`src/rtl/qitm_pkg.sv`:
```
// Shared types and constants for the quaternion integrator core.
// Used by qitm_mul, qitm_div and quaternion_integrate_to_matrix_core.
`default_nettype none

package qitm_pkg;

  // Default number of fraction bits of the quaternion state
  localparam int QUAT_FRAC_BITS_DEF = 30;

  // Fixed fraction bits of the rate input and the time step
  localparam int RATE_FRAC = 20;
  localparam int STEP_FRAC = 24;

  // Shared multiplier: 64x64 signed, built from 33x33 partial products
  localparam int MUL_W     = 64;
  localparam int MUL_CHUNK = 31;
  localparam int MUL_PW    = 2 * (MUL_W - MUL_CHUNK);
  localparam int ACC_W     = 100;

  // Shared divider: unsigned, one quotient bit per cycle
  localparam int DIV_W = 64;

  typedef struct packed {
    logic signed [31:0] rate_x;
    logic signed [31:0] rate_y;
    logic signed [31:0] rate_z;
  } in_t;

  typedef struct packed {
    logic signed [31:0] m00;
    logic signed [31:0] m01;
    logic signed [31:0] m02;
    logic signed [31:0] m10;
    logic signed [31:0] m11;
    logic signed [31:0] m12;
    logic signed [31:0] m20;
    logic signed [31:0] m21;
    logic signed [31:0] m22;
    logic              renormalized;
  } out_t;

  typedef struct packed {
    logic                    start;
    logic signed [MUL_W-1:0] a;
    logic signed [MUL_W-1:0] b;
  } mul_req_t;

  typedef struct packed {
    logic                    done;
    logic signed [ACC_W-1:0] prod;
  } mul_rsp_t;

  typedef struct packed {
    logic             start;
    logic [DIV_W-1:0] num;
    logic [DIV_W-1:0] den;
  } div_req_t;

  typedef struct packed {
    logic             done;
    logic [DIV_W-1:0] quot;
  } div_rsp_t;

endpackage

`default_nettype wire

```
`src/rtl/qitm_mul.sv`:
```
// Shared multi-cycle 64x64 signed multiplier for the quaternion core.
// Depends on qitm_pkg; one 33x33 partial product per cycle, accumulated.
`default_nettype none

module qitm_mul (
  input  wire logic              clk,
  input  wire logic              rst,
  input  wire qitm_pkg::mul_req_t req,
  output qitm_pkg::mul_rsp_t     rsp
);

  localparam int HW = qitm_pkg::MUL_W - qitm_pkg::MUL_CHUNK;

  logic signed [qitm_pkg::MUL_W-1:0]  a_r;
  logic signed [qitm_pkg::MUL_W-1:0]  b_r;
  logic signed [qitm_pkg::MUL_PW-1:0] preg;
  logic [6:0]                         psh;
  logic signed [qitm_pkg::ACC_W-1:0]  acc;
  logic [2:0]                         cnt;
  logic                               busy;
  logic                               done;
  logic signed [HW-1:0]               a_ch;
  logic signed [HW-1:0]               b_ch;

  // Pick the low (unsigned) or high (signed) chunk of each operand
  always_comb begin
    a_ch = cnt[0] ? a_r[qitm_pkg::MUL_W-1:qitm_pkg::MUL_CHUNK]
                  : {2'b00, a_r[qitm_pkg::MUL_CHUNK-1:0]};
    b_ch = cnt[1] ? b_r[qitm_pkg::MUL_W-1:qitm_pkg::MUL_CHUNK]
                  : {2'b00, b_r[qitm_pkg::MUL_CHUNK-1:0]};
  end

  // Multiply one chunk pair into preg, then accumulate it in the next cycle
  always_ff @(posedge clk) begin
    if (rst) begin
      busy <= 1'b0;
      done <= 1'b0;
      cnt  <= 3'd0;
    end else begin
      done <= 1'b0;
      if (req.start) begin
        busy <= 1'b1;
        cnt  <= 3'd0;
        acc  <= '0;
        a_r  <= req.a;
        b_r  <= req.b;
      end else if (busy) begin
        if (cnt != 3'd4) begin
          preg <= a_ch * b_ch;
          psh  <= (cnt[0] ? 7'(qitm_pkg::MUL_CHUNK) : 7'd0)
                + (cnt[1] ? 7'(qitm_pkg::MUL_CHUNK) : 7'd0);
        end
        if (cnt != 3'd0) begin
          acc <= acc + (qitm_pkg::ACC_W'(preg) <<< psh);
        end
        if (cnt == 3'd4) begin
          busy <= 1'b0;
          done <= 1'b1;
        end
        cnt <= cnt + 3'd1;
      end
    end
  end

  assign rsp.done = done;
  assign rsp.prod = acc;

endmodule

`default_nettype wire

```
`config.mk`:
```
export PLATFORM = sky130hd
export DESIGN_NAME = qitm_mul
export DESIGN_NICKNAME = d
export VERILOG_FILES = /design/src/rtl/qitm_pkg.sv /design/src/rtl/qitm_mul.sv
export SDC_FILE = /design/constraint.sdc
export NUM_CORES = 2
export LEC_CHECK = 0
export ABC_AREA = 1
export BUFFER_PORTS_ARGS = -buffer_cell sky130_fd_sc_hd__buf_4
export CELL_PAD_IN_SITES_DETAIL_PLACEMENT = 1
export CELL_PAD_IN_SITES_GLOBAL_PLACEMENT = 1
export CORE_MARGIN = 3
export CORE_UTILIZATION = 49
export CTS_CLUSTER_DIAMETER = 120
export DETAILED_ROUTE_END_ITERATION = 6
export PLACE_DENSITY_LB_ADDON = 0.1
export RECOVER_POWER = 100
export SETUP_SLACK_MARGIN = 0.2
export SYNTH_ARGS = -nofsm -noshare
export SYNTH_HDL_FRONTEND = slang
export SYNTH_SLANG_ARGS = --single-unit
```
`constraint.sdc`:
```
create_clock -name clk -period 10.1 [get_ports clk]
set_input_delay 0 -clock clk [delete_from_list [all_inputs] [get_ports clk]]
set_output_delay 0 -clock clk [all_outputs]
set_load 0.05 [all_outputs]
```
==> results.json, run 1 <==
{
  "status": "aborted with a tool error",
  "lastStage": "5_1_grt",
  "error": "[ERROR GRT-0116] Global routing finished with congestion. Check the congestion regions in the DRC Viewer.",
  "async_reset_ff_share_pct": 0,
  "dp_hpwl_um": 245000,
  "yosysSeqAreaShare_pct": 14.6,
  "syn_area_sq_mm": 0.0618,
  "clk_path_buf_depth": 3,
  "syn_nets": 9601,
  "clock_tree.root_cell": "clkbuf_16",
  "ys_ff_latch": 302,
  "track_usage_pct": 63.4,
  "cts_sinks": 302,
  "synth_edf_count": 297,
  "grt_pass1_vias": 75542,
  "ctsResizeCount": 0,
  "h-tree-depth": 2,
  "initial_core_util_pct": 49.6,
  "grt_pass1_wl_um": 577000,
  "synthMuxAreaShare_pct": 0.0810,
  "synth_cell_types": 48,
  "io_pins": 232,
  "synth-adder-area-share_pct": 43.6,
  "synth_ff_type": "edfxtp_1",
  "cts_buffers": 44,
  "rows": 129,
  "synth_area_leaders": "fa_1 (37%), edfxtp_1 (14%), nand2_1 (12%), inv_1 (11%), ha_1 (6.4%)",
  "synth_top_area_share_pct": 37.1,
  "synthXorXnorAreaFrac_pct": 0.865,
  "die_h_um": 361,
  "syn_inst": 8006,
  "chipWidth_um": 361,
  "numPortBuffers": 231,
  "ys_warn_count": 0,
  "grt-ovfl-total": 67,
  "synth_compound_area_share_pct": 5.21,
  "synth_top_area_cell": "fa_1",
  "synthSimpleGateAreaFrac_pct": 22.6,
  "synth_top_family_by_area": "adder cells",
  "grt_max_degree": 101,
  "syn_avg_cell_area_sq_um": 7.72,
  "placed_cells": 9765,
  "gp_congestion": 1.10
}
-- cell usage after synthesis (5+ instances only) --
master and number:
nor3_2 8, xnor2_1 17, nor2_2 25, nand3_2 7
a21o_1 9, inv_1 1840, dfxtp_1 5, o21a_1 17
o21ai_1 9, inv_2 24, buf_1 11, buf_2 124
nand3b_1 8, or2_2 56, ha_1 318, xor2_1 44
nand2_2 31, o21bai_1 19, and3_1 7, clkinv_1 8
a21oi_1 224, nand4_1 26, edfxtp_1 297, nand3_1 191
a31oi_1 11, o21ai_2 29, nor2_1 1023, nor2_4 5
mux2i_1 5, o21ai_0 257, clkbuf_1 98, fa_1 1146
nor3_1 46, nand2_1 2034
-- cell families after synthesis --
logic type,count (synthesis)
and+or+nand+nor,3479
muxes,5
buffers and inverters,2108
adders and majority gates,1464
DFF,302
xor gates and xnor gates,61
AOI/OAI and AO/OA,587
-- per-layer routing --
layer,global-route usage (%),GRT overflow
met1,60.8,0
met2,87.0,25
met3,41.6,8
met4,63.7,31
met5,24.7,3
-- stage by stage --
| step | hold WS (ns) | instance area [sq um] | setup WS, ns | util (%) |
|---|---|---|---|---|
| after detailed placement | 0.179 | 65600 | 0.516 | 52.7 |
| after CTS | 0.00113 | 68400 | 0.498 | 54.9 |
| after floorplan | 0.0691 | 61800 | 1.08 | - |
| after global placement | 0.178 | 65600 | -0.0189 | 52.7 |
-- timing repair --
item	CTS
setup buffers	0
endpoints found under the hold margin	153
hold buffers	133
==> inputs of run 2 (changes only) <==
==> config.mk (replaced) <==
export PLATFORM = sky130hd
export DESIGN_NAME = qitm_mul
export DESIGN_NICKNAME = d
export VERILOG_FILES = /design/src/rtl/qitm_pkg.sv /design/src/rtl/qitm_mul.sv
export SDC_FILE = /design/constraint.sdc
export NUM_CORES = 2
export LEC_CHECK = 0
export ABC_AREA = 1
export BUFFER_PORTS_ARGS = -buffer_cell sky130_fd_sc_hd__buf_4
export CORE_MARGIN = 3
export CORE_UTILIZATION = 40
export DETAILED_ROUTE_END_ITERATION = 6
export PLACE_DENSITY_LB_ADDON = 0.15
export RECOVER_POWER = 100
export SYNTH_ARGS = -nofsm -noshare
export SYNTH_HDL_FRONTEND = slang
export SYNTH_SLANG_ARGS = --single-unit
==> results.json, run 2 <==
{
  "status": "complete, but fails checks",
  "failed_checks": "capacitance limit, slew limit",
  "grt-ovfl-total": 0,
  "multiInputGateArea_sq_mm": 0.0446,
  "end_kind": "flop",
  "largestRegisters": "acc (100), preg (66)",
  "avgViaCountPerCell": 5.25,
  "post_cts_buffers": 0,
  "hold_class": "in2reg",
  "fp.coreArea_sq_mm": 0.153,
  "wire_per_inst_um": 25.7,
  "synth_top_area_share_pct": 37.1,
  "worst_pin_slew_ns": 7.22,
  "drc": 0,
  "synth_commonest_cells": "nand2_1 (2034), inv_1 (1840), fa_1 (1146), nor2_1 (1023), ha_1 (318)",
  "grt_antenna_before_repair": 2,
  "worst_path_max_delay_cell": "inv_1",
  "drt_wl_total_um": 268000,
  "clock.fmax_mhz": 106,
  "cp_max_fo": 25,
  "drv_slew": 423,
  "worst_setup_path_start_kind": "flop",
  "clk_path_buf_depth": 3,
  "track_usage_pct": 34.0,
  "io_pins": 232,
  "cp-startpoint": "cnt[1]$_SDFFE_PN0P_",
  "numPortBuffers": 231,
  "slowest_delay_ns": 0.64,
  "worstHoldStart": "req[8]",
  "relSlewSlack_pct": -381,
  "die_area_sq_mm": 0.159,
  "cts_sinks": 302,
  "finish.instance_area_sq_mm": 0.0686,
  "setup_viol": 0,
  "yosysSeqAreaShare_pct": 14.6,
  "max_cap_violations": 9,
  "rsz0062_at_grt": "false",
  "drt_iter0_markers": 4415,
  "cts_buffers": 46,
  "cp.required_ns": 10.52,
  "syn_to_final_growth_pct": 11.0,
  "syn_nets": 9601,
  "yosysMostFrequentCell": "nand2_1",
  "die_h_um": 399,
  "synth_edf_count": 297,
  "syn_area_sq_mm": 0.0618,
  "fin_tns_setup_ns": 0,
  "top_register": "acc",
  "area.sequential_sq_mm": 0.00902,
  "synth_area_leaders": "fa_1 (37%), edfxtp_1 (14%), nand2_1 (12%), inv_1 (11%), ha_1 (6.4%)",
  "hold_viol": 0,
  "grt_pass1_wl_um": 388000,
  "h-tree-depth": 2,
  "cts_tree": "done",
  "clock_tree.root_cell": "clkbuf_16",
  "async_reset_ff_share_pct": 0,
  "final_cell_mix": "nand2_1 (2050), inv_1 (1843), fa_1 (1145), nor2_1 (1029), ha_1 (318)",
  "synth_cell_types": 48,
  "cp.arrival_ns": 9.81,
  "criticalPathCategory": "reg2reg",
  "dp_hpwl_um": 227000,
  "largest_register_ff_count": 100,
  "initial_core_util_pct": 40.5,
  "fill_cells": 15787,
  "chipWidth_um": 399,
  "layout_commonest_cell": "nand2_1",
  "synth_top_area_cell": "fa_1",
  "post-route-period-util_pct": 93.0,
  "synth_ff_type": "edfxtp_1",
  "antenna_left": 0,
  "gp_congestion": 1.05,
  "firstDrtPassIters": 6,
  "ys_ff_latch": 302,
  "grt_pass1_vias": 57214,
  "clock_latency_ns": 0.67,
  "finClkSkew_ns": 0.0442,
  "syn_avg_cell_area_sq_um": 7.72,
  "drive_gt1_share_pct": 6.06,
  "path_clk_slew_ns": 0.08,
  "grt_max_degree": 101,
  "syn_inst": 8006,
  "rows": 143,
  "reg2reg_from": "cnt[1]$_SDFFE_PN0P_",
  "final_nets": 9927,
  "num_vias": 54582,
  "place_area_sq_mm": 0.0663,
  "period_needed_ns": 9.39,
  "ys_warn_count": 0
}
## run 2: cell counts after synthesis
No cell type changed its count.
## run 2: layout make-up
type	count	area share [%]
Multi-Input combinational cell	5596	65.1
Sequential cell	302	13.2
Inverter	1872	10.2
Timing Repair Buffer	514	5.56
Tap cell	2030	3.70
Clock buffer	58	1.80
Clock inverter	25	0.414
Antenna cell	2	0.00730
## run 2: metrics by stage
stage	setup WS [ns]	utilization [%]	instances	hold WS [ns]
global placement	0.186	43.4	10183	0.178
finish	0.707	44.9	10399	0.0693
floorplan	1.08	-	8006	0.0691
CTS	1.12	45.3	10397	0.00584
detailed placement	1.16	43.5	10184	0.179
global route	0.356	44.9	10397	0.0720
## run 2: per-layer routing
metal	up-vias	track usage [%]	part of all wire (%)
li1	24300	-	-
met1	27249	41.0	38
met2	2385	56.7	47
met3	646	5.22	7.1
met4	2	21.6	8.2
met5	-	0	0.0049
## run 2: timing repair
item                       in CTS  in global routing
setup endpoints to repair       0                  0
hold buffers                  130                  0
resized for setup               0                  0
hold endpoints to repair      140                  0
## run 2: worst paths after layout
kind,slack [ns],endpoint,depth (start not counted)
worst max-delay path,0.71,preg[57]$_DFFE_PP_,31
worst min-delay path,0.07,b_r[8]$_DFFE_PP_,2
worst max register to register,0.71,preg[57]$_DFFE_PP_,31
worst min register to register,0.52,done$_SDFF_PP0_,2
## run 2: logic make-up (layout without fill, tap and decap cells)
| family | Yosys count | after routing | synth area share, % |
|---|---|---|---|
| DFF | 302 | 302 | 14.6 |
| muxes | 5 | 5 | 0.0810 |
| other | 0 | 2 | 0 |
| AOI/OAI and AO/OA | 587 | 587 | 5.21 |
| buffers and inverters | 2108 | 2469 | 13.1 |
| adders and majority gates | 1464 | 1464 | 43.6 |
| xor gates and xnor gates | 61 | 61 | 0.865 |
| and+or+nand+nor | 3479 | 3479 | 22.6 |
## run 2: critical path, delay by kind of cell (launching register included)
kind	cells	cell delay, ns
flip-flops	1	0.43
AND/OR/NAND/NOR	12	2.17
adder cells (fa/ha/maj)	9	4.32
buffers and inverters	9	1.75
AO/OA/AOI/OAI	1	0.47
Power of run 2 is not shown: default switching activity piles up to over one toggle a cycle in this logic, so the estimate is an artifact.
