`src/rtl/qitm_pkg.sv`:
```
// Shared types and constants for the quaternion integrator core.
// Used by qitm_mul, qitm_div and quaternion_integrate_to_matrix_core.
`default_nettype none

package qitm_pkg;

  // Default number of fraction bits of the quaternion state
  localparam int QUAT_FRAC_BITS_DEF = 30;

  // Fixed fraction bits of the rate input and the time step
  localparam int RATE_FRAC = 20;
  localparam int STEP_FRAC = 24;

  // Shared multiplier: 64x64 signed, built from 33x33 partial products
  localparam int MUL_W     = 64;
  localparam int MUL_CHUNK = 31;
  localparam int MUL_PW    = 2 * (MUL_W - MUL_CHUNK);
  localparam int ACC_W     = 100;

  // Shared divider: unsigned, one quotient bit per cycle
  localparam int DIV_W = 64;

  typedef struct packed {
    logic signed [31:0] rate_x;
    logic signed [31:0] rate_y;
    logic signed [31:0] rate_z;
  } in_t;

  typedef struct packed {
    logic signed [31:0] m00;
    logic signed [31:0] m01;
    logic signed [31:0] m02;
    logic signed [31:0] m10;
    logic signed [31:0] m11;
    logic signed [31:0] m12;
    logic signed [31:0] m20;
    logic signed [31:0] m21;
    logic signed [31:0] m22;
    logic              renormalized;
  } out_t;

  typedef struct packed {
    logic                    start;
    logic signed [MUL_W-1:0] a;
    logic signed [MUL_W-1:0] b;
  } mul_req_t;

  typedef struct packed {
    logic                    done;
    logic signed [ACC_W-1:0] prod;
  } mul_rsp_t;

  typedef struct packed {
    logic             start;
    logic [DIV_W-1:0] num;
    logic [DIV_W-1:0] den;
  } div_req_t;

  typedef struct packed {
    logic             done;
    logic [DIV_W-1:0] quot;
  } div_rsp_t;

endpackage

`default_nettype wire

```
`src/rtl/qitm_div.sv`:
```
// Shared restoring divider for the quaternion core, one quotient bit a cycle.
// Depends on qitm_pkg for the operand width and request/response types.
`default_nettype none

module qitm_div (
  input  wire logic              clk,
  input  wire logic              rst,
  input  wire qitm_pkg::div_req_t req,
  output qitm_pkg::div_rsp_t     rsp
);

  localparam int CW = $clog2(qitm_pkg::DIV_W);

  logic [qitm_pkg::DIV_W-1:0] rem;
  logic [qitm_pkg::DIV_W-1:0] qr;
  logic [qitm_pkg::DIV_W-1:0] den_r;
  logic [CW-1:0]              cnt;
  logic                       busy;
  logic                       done;
  logic [qitm_pkg::DIV_W:0]   r_sh;
  logic [qitm_pkg::DIV_W:0]   r_sub;
  logic                       fits;

  // Shift in the next numerator bit and trial-subtract the divisor
  always_comb begin
    r_sh  = {rem, qr[qitm_pkg::DIV_W-1]};
    r_sub = r_sh - {1'b0, den_r};
    fits  = r_sh >= {1'b0, den_r};
  end

  always_ff @(posedge clk) begin
    if (rst) begin
      busy <= 1'b0;
      done <= 1'b0;
      cnt  <= '0;
    end else begin
      done <= 1'b0;
      if (req.start) begin
        busy  <= 1'b1;
        cnt   <= '0;
        rem   <= '0;
        qr    <= req.num;
        den_r <= req.den;
      end else if (busy) begin
        rem <= fits ? r_sub[qitm_pkg::DIV_W-1:0] : r_sh[qitm_pkg::DIV_W-1:0];
        qr  <= {qr[qitm_pkg::DIV_W-2:0], fits};
        cnt <= cnt + CW'(1);
        if (cnt == CW'(qitm_pkg::DIV_W - 1)) begin
          busy <= 1'b0;
          done <= 1'b1;
        end
      end
    end
  end

  assign rsp.done = done;
  assign rsp.quot = qr;

endmodule

`default_nettype wire

```
`config.mk`:
```
export PLATFORM = sky130hd
export DESIGN_NAME = qitm_div
export DESIGN_NICKNAME = d
export VERILOG_FILES = /design/src/rtl/qitm_pkg.sv /design/src/rtl/qitm_div.sv
export SDC_FILE = /design/constraint.sdc
export NUM_CORES = 1
export LEC_CHECK = 0
export BUFFER_PORTS_ARGS = -buffer_cell sky130_fd_sc_hd__buf_2
export CORE_MARGIN = 2
export CORE_UTILIZATION = 40
export DETAILED_ROUTE_END_ITERATION = 10
export PLACE_DENSITY = 0.7
export SETUP_SLACK_MARGIN = 0.2
export SLEW_MARGIN = 20
export SYNTH_ARGS = -nofsm -noshare
export SYNTH_HDL_FRONTEND = slang
export SYNTH_SLANG_ARGS = --single-unit
```
`constraint.sdc`:
```
create_clock -name clk -period 10.2 [get_ports clk]
set_clock_uncertainty 0.1 [all_clocks]
set_input_delay 3.06 -clock clk [delete_from_list [all_inputs] [get_ports clk]]
set_output_delay 3.06 -clock clk [all_outputs]
set_load 0.01 [all_outputs]
```
==> impl_metrics.json, run 1 <==
{
  "finalSetupTns_ps": 0,
  "worstSetupPathType": "input pin to flop",
  "hold_depth": 2,
  "num_rows": 63,
  "status": "finished, final reports clean",
  "ir_worst_vdd_uv": 106.9,
  "cts_buffers": 17,
  "ys_warn_count": 0,
  "synth_nets": 1330,
  "cp.required_ps": 10160,
  "worst-path-max-fanout": 77,
  "rr_worst_depth": 12,
  "multiInputGateArea_um2": 5527,
  "nFillCells": 2819,
  "syn2layout_area_growth_pct": 15.90,
  "drv_cap": 0,
  "crit_top_cell": "buf_4",
  "setup_viol": 0,
  "netlist_instances": 1133,
  "power_density_nw_per_um2": 172.4,
  "vias": 9117,
  "hold_buffers": 0,
  "cts_tree": "built",
  "antenna_found_initial": 3,
  "drive_gt1_frac": 0.2490,
  "cts_root_buf": "clkbuf_16",
  "p_int_mw": 1.596,
  "grt_start_max_net_pins": 78,
  "critPathArrivalTime_ps": 6240,
  "power_frac_comb": 0.278,
  "path_cells": "buf_4, inv_1, a21oi_4, buf_4, buf_4",
  "worst-path-buf-inv": 4,
  "clk_pin_slew_worst_paths_ps": 80,
  "clock-sinks": 200,
  "postCtsSetupBuffers": 0,
  "dieWidth_um": 177.0,
  "synth.avg_cell_area_um2": 10.57,
  "ios": 196,
  "crit_family": "buffers and inverters",
  "synth-seq-cells": 200,
  "yosys.cell_types.count": 77,
  "regArea_um2": 5926,
  "tightestPinTransition_ps": 1009,
  "remaining_drc_errors": 0,
  "power_switching_uw": 797.4,
  "hold_start": "cnt[5]",
  "wl_mm": 29.31,
  "globalplace.congestion": 0.8715,
  "grtUsageTotal": 0.1895,
  "whs_endpoint": "done",
  "die_h_um": 177.0,
  "hold_viol": 0,
  "clock_latency_ps": 450,
  "cpPeakStageDelay_ps": 820,
  "crit_path_end_kind": "flop",
  "timing.final.crit_period_ps": 6276,
  "cts_buffer_depth": 2,
  "grt_pass1_wl_mm": 47.08,
  "finish.utilization": 0.4695,
  "cp-start-kind": "input pin",
  "core-area_um2": 29560,
  "yosys_most_used_dff": "edfxtp_1",
  "clkPwrFrac": 0.296,
  "regToRegStartpoint": "rem[33]",
  "cts-htree-levels": 4,
  "wl_per_cell_um": 17.20,
  "synth_edf_count": 192,
  "num-nets-final": 1497,
  "antenna_left": 0,
  "async_reset_ff_frac": 0,
  "hold_path.class": "flop to flop",
  "seqPwrFrac": 0.427,
  "fin_crit_sh": 0.6153,
  "relSlewSlack": 0.3273,
  "avgViaCountPerCell": 5.350,
  "cp_slowest_cell": "buf_4",
  "swShare": 0.3332,
  "rrSetupSlack_ps": 6120,
  "drv_slew": 0,
  "rsz0062_at_grt": "no",
  "seq_area_frac_synth": 0.4949,
  "r2r-end": "rem[8]",
  "syn_area_um2": 11970,
  "firstDrtPassIters": 5,
  "max_freq_mhz": 159.3,
  "holdWs_ps": 390.1,
  "port_buffers": 195,
  "start_util": 0.4051,
  "post_cts_resized": 0,
  "p_leak_nw": 5.697,
  "die_area_um2": 31330,
  "grt_pass1_vias": 9146,
  "dp_hpwl_mm": 21.46,
  "overflow": 0,
  "drt_iter0_drc": 556
}
==> cells in the mapped netlist, types with 13 or more instances <==
cell type,n,share of area
nand4_1,19,0.0099
nand2_1,85,0.027
o21ai_0,47,0.020
xnor2_1,31,0.023
xor2_1,31,0.023
nor2_1,120,0.038
mux2_2,63,0.059
o21bai_1,13,0.0082
inv_1,78,0.024
a21o_1,28,0.018
nand3_1,22,0.0092
buf_2,16,0.0067
ha_1,65,0.068
clkbuf_1,28,0.0088
a21oi_1,116,0.048
edfxtp_1,192,0.48
==> layout make-up <==
class                   instances  area share
multi-input cells             802      0.3982
repair buffers                201     0.07375
flip-flops and latches        200      0.4270
diodes                          1   0.0001803
clock buffers                  18     0.03092
well taps                     390     0.03516
clock inverters                14     0.01370
inverters                      78     0.02110
==> registers in the layout, summed over array words and instances, names as in the netlist <==
| name | flops |
|---|---|
| den_r | 64 |
| cnt | 6 |
| rem | 64 |
| busy | 1 |
| done | 1 |
| qr | 64 |
==> worst max path at each step <==
stage,startpoint,to,depth (start not counted)
CTS,req[128],rem[4],5
detailed placement,req[128],qr[37],5
global route,req[128],rem[23],5
global placement,req[128],rem[23],5
floorplan,req[128],qr[0],3
finish,req[128],rem[24],5
==> layout by cell type, fill, tap and decap left out, types with 4 or more instances in the layout <==
cell type	count
a211oi_1	11
nand2_1	85
a21oi_1	115
nor3_1	8
o21ai_0	47
buf_4	7
nand3_1	22
a31oi_1	5
xnor2_1	31
nor2b_1	10
and2_1	5
mux2i_1	11
o211ai_1	4
nand2b_1	4
and3_1	10
o21bai_1	13
ha_1	65
buf_2	194
a211oi_2	5
nor2_1	119
mux2_2	63
or3_1	7
clkbuf_16	17
o21a_1	10
a21o_1	28
dfxtp_1	8
inv_1	78
clkinv_8	5
or2_2	4
edfxtp_1	192
xor2_1	31
nand4_1	19
o21ai_1	11
==> worst reg2reg max path: cells and delay by family (launching register included) <==
| family | cells | cell delay [ps] |
|---|---|---|
| buffers and inverters | 1 | 560 |
| AND/OR/NAND/NOR | 4 | 630 |
| AO/OA/AOI/OAI | 6 | 1720 |
| flip-flops | 1 | 400 |
| adder cells (fa/ha/maj) | 1 | 410 |
==> cells by family (layout without fill, tap and decap cells) <==
group           after synthesis  count (layout)  share of synthesized area
compound gates              288             288                     0.1555
simple gates                312             312                     0.1210
buf+inv                     131             311                    0.04524
mux                          74              74                    0.06844
xor+xnor                     62              62                    0.04535
flops                       200             200                     0.4949
fa+ha+maj                    66              66                    0.06959
other cells                   0               1                          0
==> per-layer routing <==
metal | wire length (um) | vias up | GRT usage
met4 | 500 | 4 | 0.05096
li1 | - | 4464 | -
met2 | 14320 | 299 | 0.3234
met5 | 22 | - | 0
met3 | 2009 | 36 | 0.04811
met1 | 12460 | 4314 | 0.2381
==> power by group through the flow <==
stage                     registers [mW]  clock network [mW]  logic [mW]
after global placement              1.04                   0       0.648
final                               1.02               0.707       0.665
after global routing                1.03               0.750       0.744
after detailed placement            1.04                   0       0.658
after CTS                           1.02               0.727       0.663
after floorplan                     1.04                   0       0.494
==> through the flow <==
| step | power, mW | worst slack, ps | cell area, um2 | cells |
|---|---|---|---|---|
| final | 2.393 | 3924 | 13880 | 1704 |
| after global routing | 2.522 | 3642 | 13880 | 1704 |
| after CTS | 2.411 | 3903 | 13880 | 1703 |
| after detailed placement | 1.696 | 3420 | 13260 | 1671 |
| after global placement | 1.686 | 3523 | 13260 | 1671 |
| after floorplan | 1.533 | 2753 | 11980 | 1133 |
Power figures use the tool's default switching activity.
==> run 2, diff against run 1 <==
Settings changed: PLACE_DENSITY 0.7 to 0.68.
Clock period 10.2 ns to 5.8 ns, I/O delays scaled along.
==> run 2 against run 1 <==
  * Non-clock buffer count up 1
  * Combinational power up 76%
  * Clock power up 73%
  * Sequential cell count unchanged
  * Critical endpoint is now rem[28]
  * First-iteration DRC count up 2.0%
  * Largest cell class unchanged
  * Total power up 75%
  * Routed wire length down 1.4%
  * Via count about the same
  * Core utilization about the same
  * Setup slack worse by 2100 ps
==> impl_metrics.json, run 2 (synthesis gave the netlist of run 1 again) <==
{
  "hold_buffers": 0,
  "avgViaCountPerCell": 5.352,
  "crit_path_end_kind": "flop",
  "num_rows": 63,
  "globalplace.congestion": 0.8517,
  "cpPeakStageDelay_ps": 790,
  "hold_viol": 0,
  "critPathArrivalTime_ps": 4030,
  "seqPwrFrac": 0.429,
  "tightestPinTransition_ps": 980.3,
  "drive_gt1_frac": 0.2504,
  "wl_per_cell_um": 16.95,
  "final_cell_mix": "194 x buf_2, 192 x edfxtp_1, 119 x nor2_1",
  "timing.final.crit_period_ps": 3963,
  "swShare": 0.3300,
  "hold_depth": 2,
  "drt_iter0_drc": 567,
  "max_freq_mhz": 252.4,
  "grt_start_max_net_pins": 93,
  "num-nets-final": 1498,
  "clk_pin_slew_worst_paths_ps": 80,
  "status": "finished, final reports clean",
  "firstDrtPassIters": 5,
  "fin_crit_sh": 0.6832,
  "wl_mm": 28.90,
  "hold_start": "cnt[5]",
  "power_frac_comb": 0.280,
  "clock_latency_ps": 460,
  "finalSetupTns_ps": 0,
  "antenna_found_initial": 3,
  "die_h_um": 177.0,
  "setup_viol": 0,
  "cts-htree-levels": 4,
  "p_int_mw": 2.799,
  "die_area_um2": 31330,
  "grtUsageTotal": 0.1897,
  "worst-path-buf-inv": 1,
  "finish.utilization": 0.4699,
  "rsz0062_at_grt": "no",
  "rrSetupSlack_ps": 1840,
  "drv_cap": 0,
  "core-area_um2": 29560,
  "crit_family": "compound AO/OA/AOI/OAI gates",
  "ios": 196,
  "whs_endpoint": "cnt[5]",
  "worstSetupPathType": "flop to flop",
  "remaining_drc_errors": 0,
  "cts_tree": "built",
  "cts_buffer_depth": 2,
  "overflow": 0,
  "grt_pass1_vias": 9228,
  "r2r-end": "rem[28]",
  "reg_top3": "den_r (64), qr (64), rem (64)",
  "power_switching_mw": 1.379,
  "grt_pass1_wl_mm": 46.95,
  "drv_slew": 0,
  "worst-path-max-fanout": 49,
  "ir_worst_vdd_uv": 218.3,
  "p_leak_nw": 5.701,
  "hold_path.class": "flop to flop",
  "postLayoutCellArea_um2": 13890,
  "dp_hpwl_mm": 21.33,
  "regToRegStartpoint": "rem[33]",
  "rr_worst_depth": 12,
  "final_common_cell": "buf_2",
  "post_cts_resized": 0,
  "clkPwrFrac": 0.291,
  "antenna_left": 0,
  "postCtsSetupBuffers": 0,
  "cts_buffers": 17,
  "power_density_nw_per_um2": 300.8,
  "vias": 9126,
  "place_area_um2": 13290,
  "clock-sinks": 200,
  "cp.required_ps": 5870,
  "port_buffers": 195,
  "holdWs_ps": 406.5,
  "cp_slowest_cell": "o21a_2",
  "path_cells": "ha_1, a21oi_1, o21ai_0, a21o_1, a211oi_1, and3_1, and3_4, o21a_2, buf_12, nor2_1, a21oi_1, nor2_1",
  "start_util": 0.4051,
  "syn2layout_area_growth_pct": 16.00,
  "cp-start-kind": "flop",
  "relSlewSlack": 0.3465,
  "cts_root_buf": "clkbuf_16",
  "dieWidth_um": 177.0
}
[run 2: worst max-delay path by stage]
| stage | from | end | slack, ps | cells after the start |
|---|---|---|---|---|
| after floorplan | req[128] | den_r[0] | 410 | 3 |
| after CTS | rem[33] | rem[28] | 1840 | 12 |
| after global routing | rem[7] | rem[24] | 1510 | 12 |
| after global placement | req[128] | den_r[24] | 1700 | 4 |
| final | rem[33] | rem[28] | 1840 | 12 |
| after detailed placement | req[128] | den_r[24] | 1620 | 4 |
[run 2: cell type report]
class | instances | area (um2)
fill | 2786 | 15670
sequential | 200 | 5926
multi-input combinational | 802 | 5527
timing repair buffer | 202 | 1056
tap | 390 | 488.0
clock buffer | 17 | 425.4
inverter | 78 | 292.8
clock inverter | 15 | 172.7
antenna | 1 | 2.502
[run 2: metrics by stage]
stage / total power [mW] / instances / worst slack [ps]
2_1_floorplan: 2.694 / 1133 / 409.8
3_5_place_dp: 2.987 / 1672 / 1622
6_report: 4.178 / 1705 / 1837
5_1_grt: 4.423 / 1704 / 1514
3_3_place_gp: 2.967 / 1672 / 1699
4_1_cts: 4.214 / 1704 / 1840
[run 2: power by group through the flow]
stage	clock network (mW)	registers [mW]	logic, mW
detailed placement	0	1.82	1.16
finish	1.22	1.79	1.17
global route	1.30	1.81	1.31
floorplan	0	1.82	0.870
CTS	1.25	1.79	1.17
global placement	0	1.82	1.15
[run 2: per-layer routing]
metal | global-route usage | up-vias | wire length, um
met5 | 0 | - | 43
met4 | 0.06061 | 6 | 563
met3 | 0.05326 | 38 | 1933
met2 | 0.3121 | 305 | 13690
met1 | 0.2413 | 4310 | 12670
li1 | - | 4467 | -
[run 2: worst register-to-register path: cells and delay by family, from the launching register on]
family / cells / cell delay, ps
compound gates: 6 / 1930
fa+ha+maj: 1 / 400
buf+inv: 1 / 270
flops: 1 / 410
simple gates: 4 / 570
==> run 3, diff against run 2 <==
Clock period 5.8 ns to 3.7 ns, I/O delays scaled along.
==> run 3 against run 2 <==
  * Sequential cell count unchanged
  * Fmax grew 16%
  * Via count is 1.3% higher
  * Clock power is 61% higher
  * Highest routed layer unchanged
  * Routed wire length increased by 3.6%
  * First-iteration DRC count is 8.3% higher
  * Sequential share of layout area decreased by 1.0 points
  * Count of clock-buffer cells in the layout unchanged
  * Final cell count rose by 0.82%
  * Core utilization is 1.1 points higher
  * Largest cell class unchanged
==> impl_metrics.json, run 3 (synthesis gave the netlist of run 1 again) <==
{
  "grt_pass1_wl_mm": 47.66,
  "start_util": 0.4051,
  "crit_start": "rem[41]",
  "drt_iter0_drc": 614,
  "wl_mm": 29.95,
  "clock-sinks": 200,
  "remaining_drc_errors": 0,
  "num-nets-final": 1513,
  "rrSetupSlack_ps": 300,
  "grt_pass1_vias": 9326,
  "crit_path_end_kind": "flop",
  "worst-path-max-fanout": 7,
  "final_cell_mix": "194 x buf_2, 192 x edfxtp_1, 119 x nor2_1",
  "grtUsageMet1": 0.2381,
  "die_h_um": 177.0,
  "tightestPinTransition_ps": 558.2,
  "antennaDiodeCount": 0,
  "grtUsageTotal": 0.1930,
  "reg_top3": "den_r (64), qr (64), rem (64)",
  "firstDrtPassIters": 5,
  "power_density_nw_per_um2": 474.0,
  "overflow": 0,
  "hold_viol": 0,
  "grt_util_met2": 0.3236,
  "timing.final.crit_period_ps": 3403,
  "cts_root_buf": "clkbuf_16",
  "antenna_left": 0,
  "cts_buffer_depth": 2,
  "fin_crit_sh": 0.9196,
  "finalWorstSetupSlack_ps": 297.5,
  "grt_use_met3": 0.05692,
  "hold_buffers": 0,
  "crit_path_end": "rem[56]",
  "cp-start-kind": "flop",
  "wl_per_cell_um": 17.42,
  "drv_slew": 0,
  "setup_viol": 0,
  "relSlewSlack": 0.6250,
  "globalplace.congestion": 0.8849,
  "syn2layout_area_growth_pct": 18.79,
  "drv_cap": 0,
  "die_area_um2": 31330,
  "drive_gt1_frac": 0.2814,
  "pre_cts_ws_ps": 42.39,
  "avgViaCountPerCell": 5.378,
  "critPathArrivalTime_ps": 3520,
  "grt_start_max_net_pins": 73,
  "clock_latency_ps": 460,
  "cts_buffers": 17,
  "status": "finished, final reports clean",
  "nFillCells": 2783,
  "cts_tree": "built",
  "rsz0062_at_grt": "yes",
  "p_leak_nw": 5.827,
  "instances_no_fill": 1719,
  "final_common_cell": "buf_2",
  "dieWidth_um": 177.0,
  "vias": 9245,
  "hold_path.class": "flop to flop",
  "r2r-end": "rem[56]",
  "worstSetupPathType": "flop to flop",
  "dp_hpwl_mm": 21.98,
  "rr_worst_depth": 11,
  "ios": 196,
  "cp.required_ps": 3820,
  "dpl.cell_count": 1684,
  "ir_worst_vdd_uv": 382.3,
  "cts-htree-levels": 4,
  "core-area_um2": 29560,
  "clk_pin_slew_worst_paths_ps": 90,
  "num_rows": 63,
  "regToRegStartpoint": "rem[41]",
  "antenna_found_initial": 2,
  "grt_busiest_layer": "met2",
  "port_buffers": 195,
  "max_freq_mhz": 293.9
}
run 3: cell types whose count changed in the layout (fill, tap and decap cells not counted), sizes merged:
cell      before  now
inv           86   87
diode          1    0
clkinvlp       1    0
buf          202  217
run 3: worst max-delay path, stage by stage (launching register included):
cell      delay [ps]
edfxtp_1         430
ha_1             410
a21oi_1          280
nand2_1          120
a221oi_2         400
o22ai_1          140
a311o_1          310
a221oi_1         480
nand2b_1         120
xor2_1           160
mux2i_1          160
nor2_1            50
run 3: layout make-up:
class,count,area [um2],area share
multi-input cells,802,5674,0.3989
repair buffers,217,1222,0.08594
flip-flops and latches,200,5926,0.4166
well taps,390,488.0,0.03431
inverters,78,297.8,0.02094
clock buffers,17,425.4,0.02991
clock inverters,15,190.2,0.01337
run 3: timing repair:
action / 4_1_cts / 5_1_grt
pin swaps: 0 / 3
setup buffers: 0 / 3
endpoints found under the setup margin: 19 / 54
gates resized for setup: 2 / 37
run 3: how the worst min path moves through the flow:
stage / endpoint / cells past startpoint / from
after floorplan: done / 2 / cnt[5]
after global placement: cnt[5] / 2 / cnt[5]
after detailed placement: cnt[5] / 2 / cnt[5]
after CTS: cnt[5] / 2 / cnt[5]
after global routing: cnt[5] / 2 / cnt[5]
final: cnt[5] / 2 / cnt[5]
run 3: power breakdown:
part | leakage, nW | switching, mW | internal, mW | total (mW)
combinational | 3.63 | 1.14 | 0.824 | 1.97
clock | 0.298 | 1.04 | 0.931 | 1.97
sequential | 1.90 | 0.0892 | 2.72 | 2.81
total | 5.83 | 2.27 | 4.47 | 6.74
run 3: through the flow:
stage	power (mW)	cell area, um2	utilization	hold WS (ps)	TNS (ps)
global placement	4.697	13420	0.4541	371.1	0
CTS	6.708	14040	0.4751	410.1	0
global route	7.090	14220	0.4812	439.4	0
finish	6.743	14220	0.4812	406.0	0
detailed placement	4.732	13420	0.4541	398.1	0
floorplan	4.225	12010	-	357.7	-36650
run 3: layer usage:
metal,up-vias,share of wire
met3,35,0.068
met5,-,0.00047
met2,287,0.49
met1,4418,0.43
li1,4501,-
met4,4,0.017
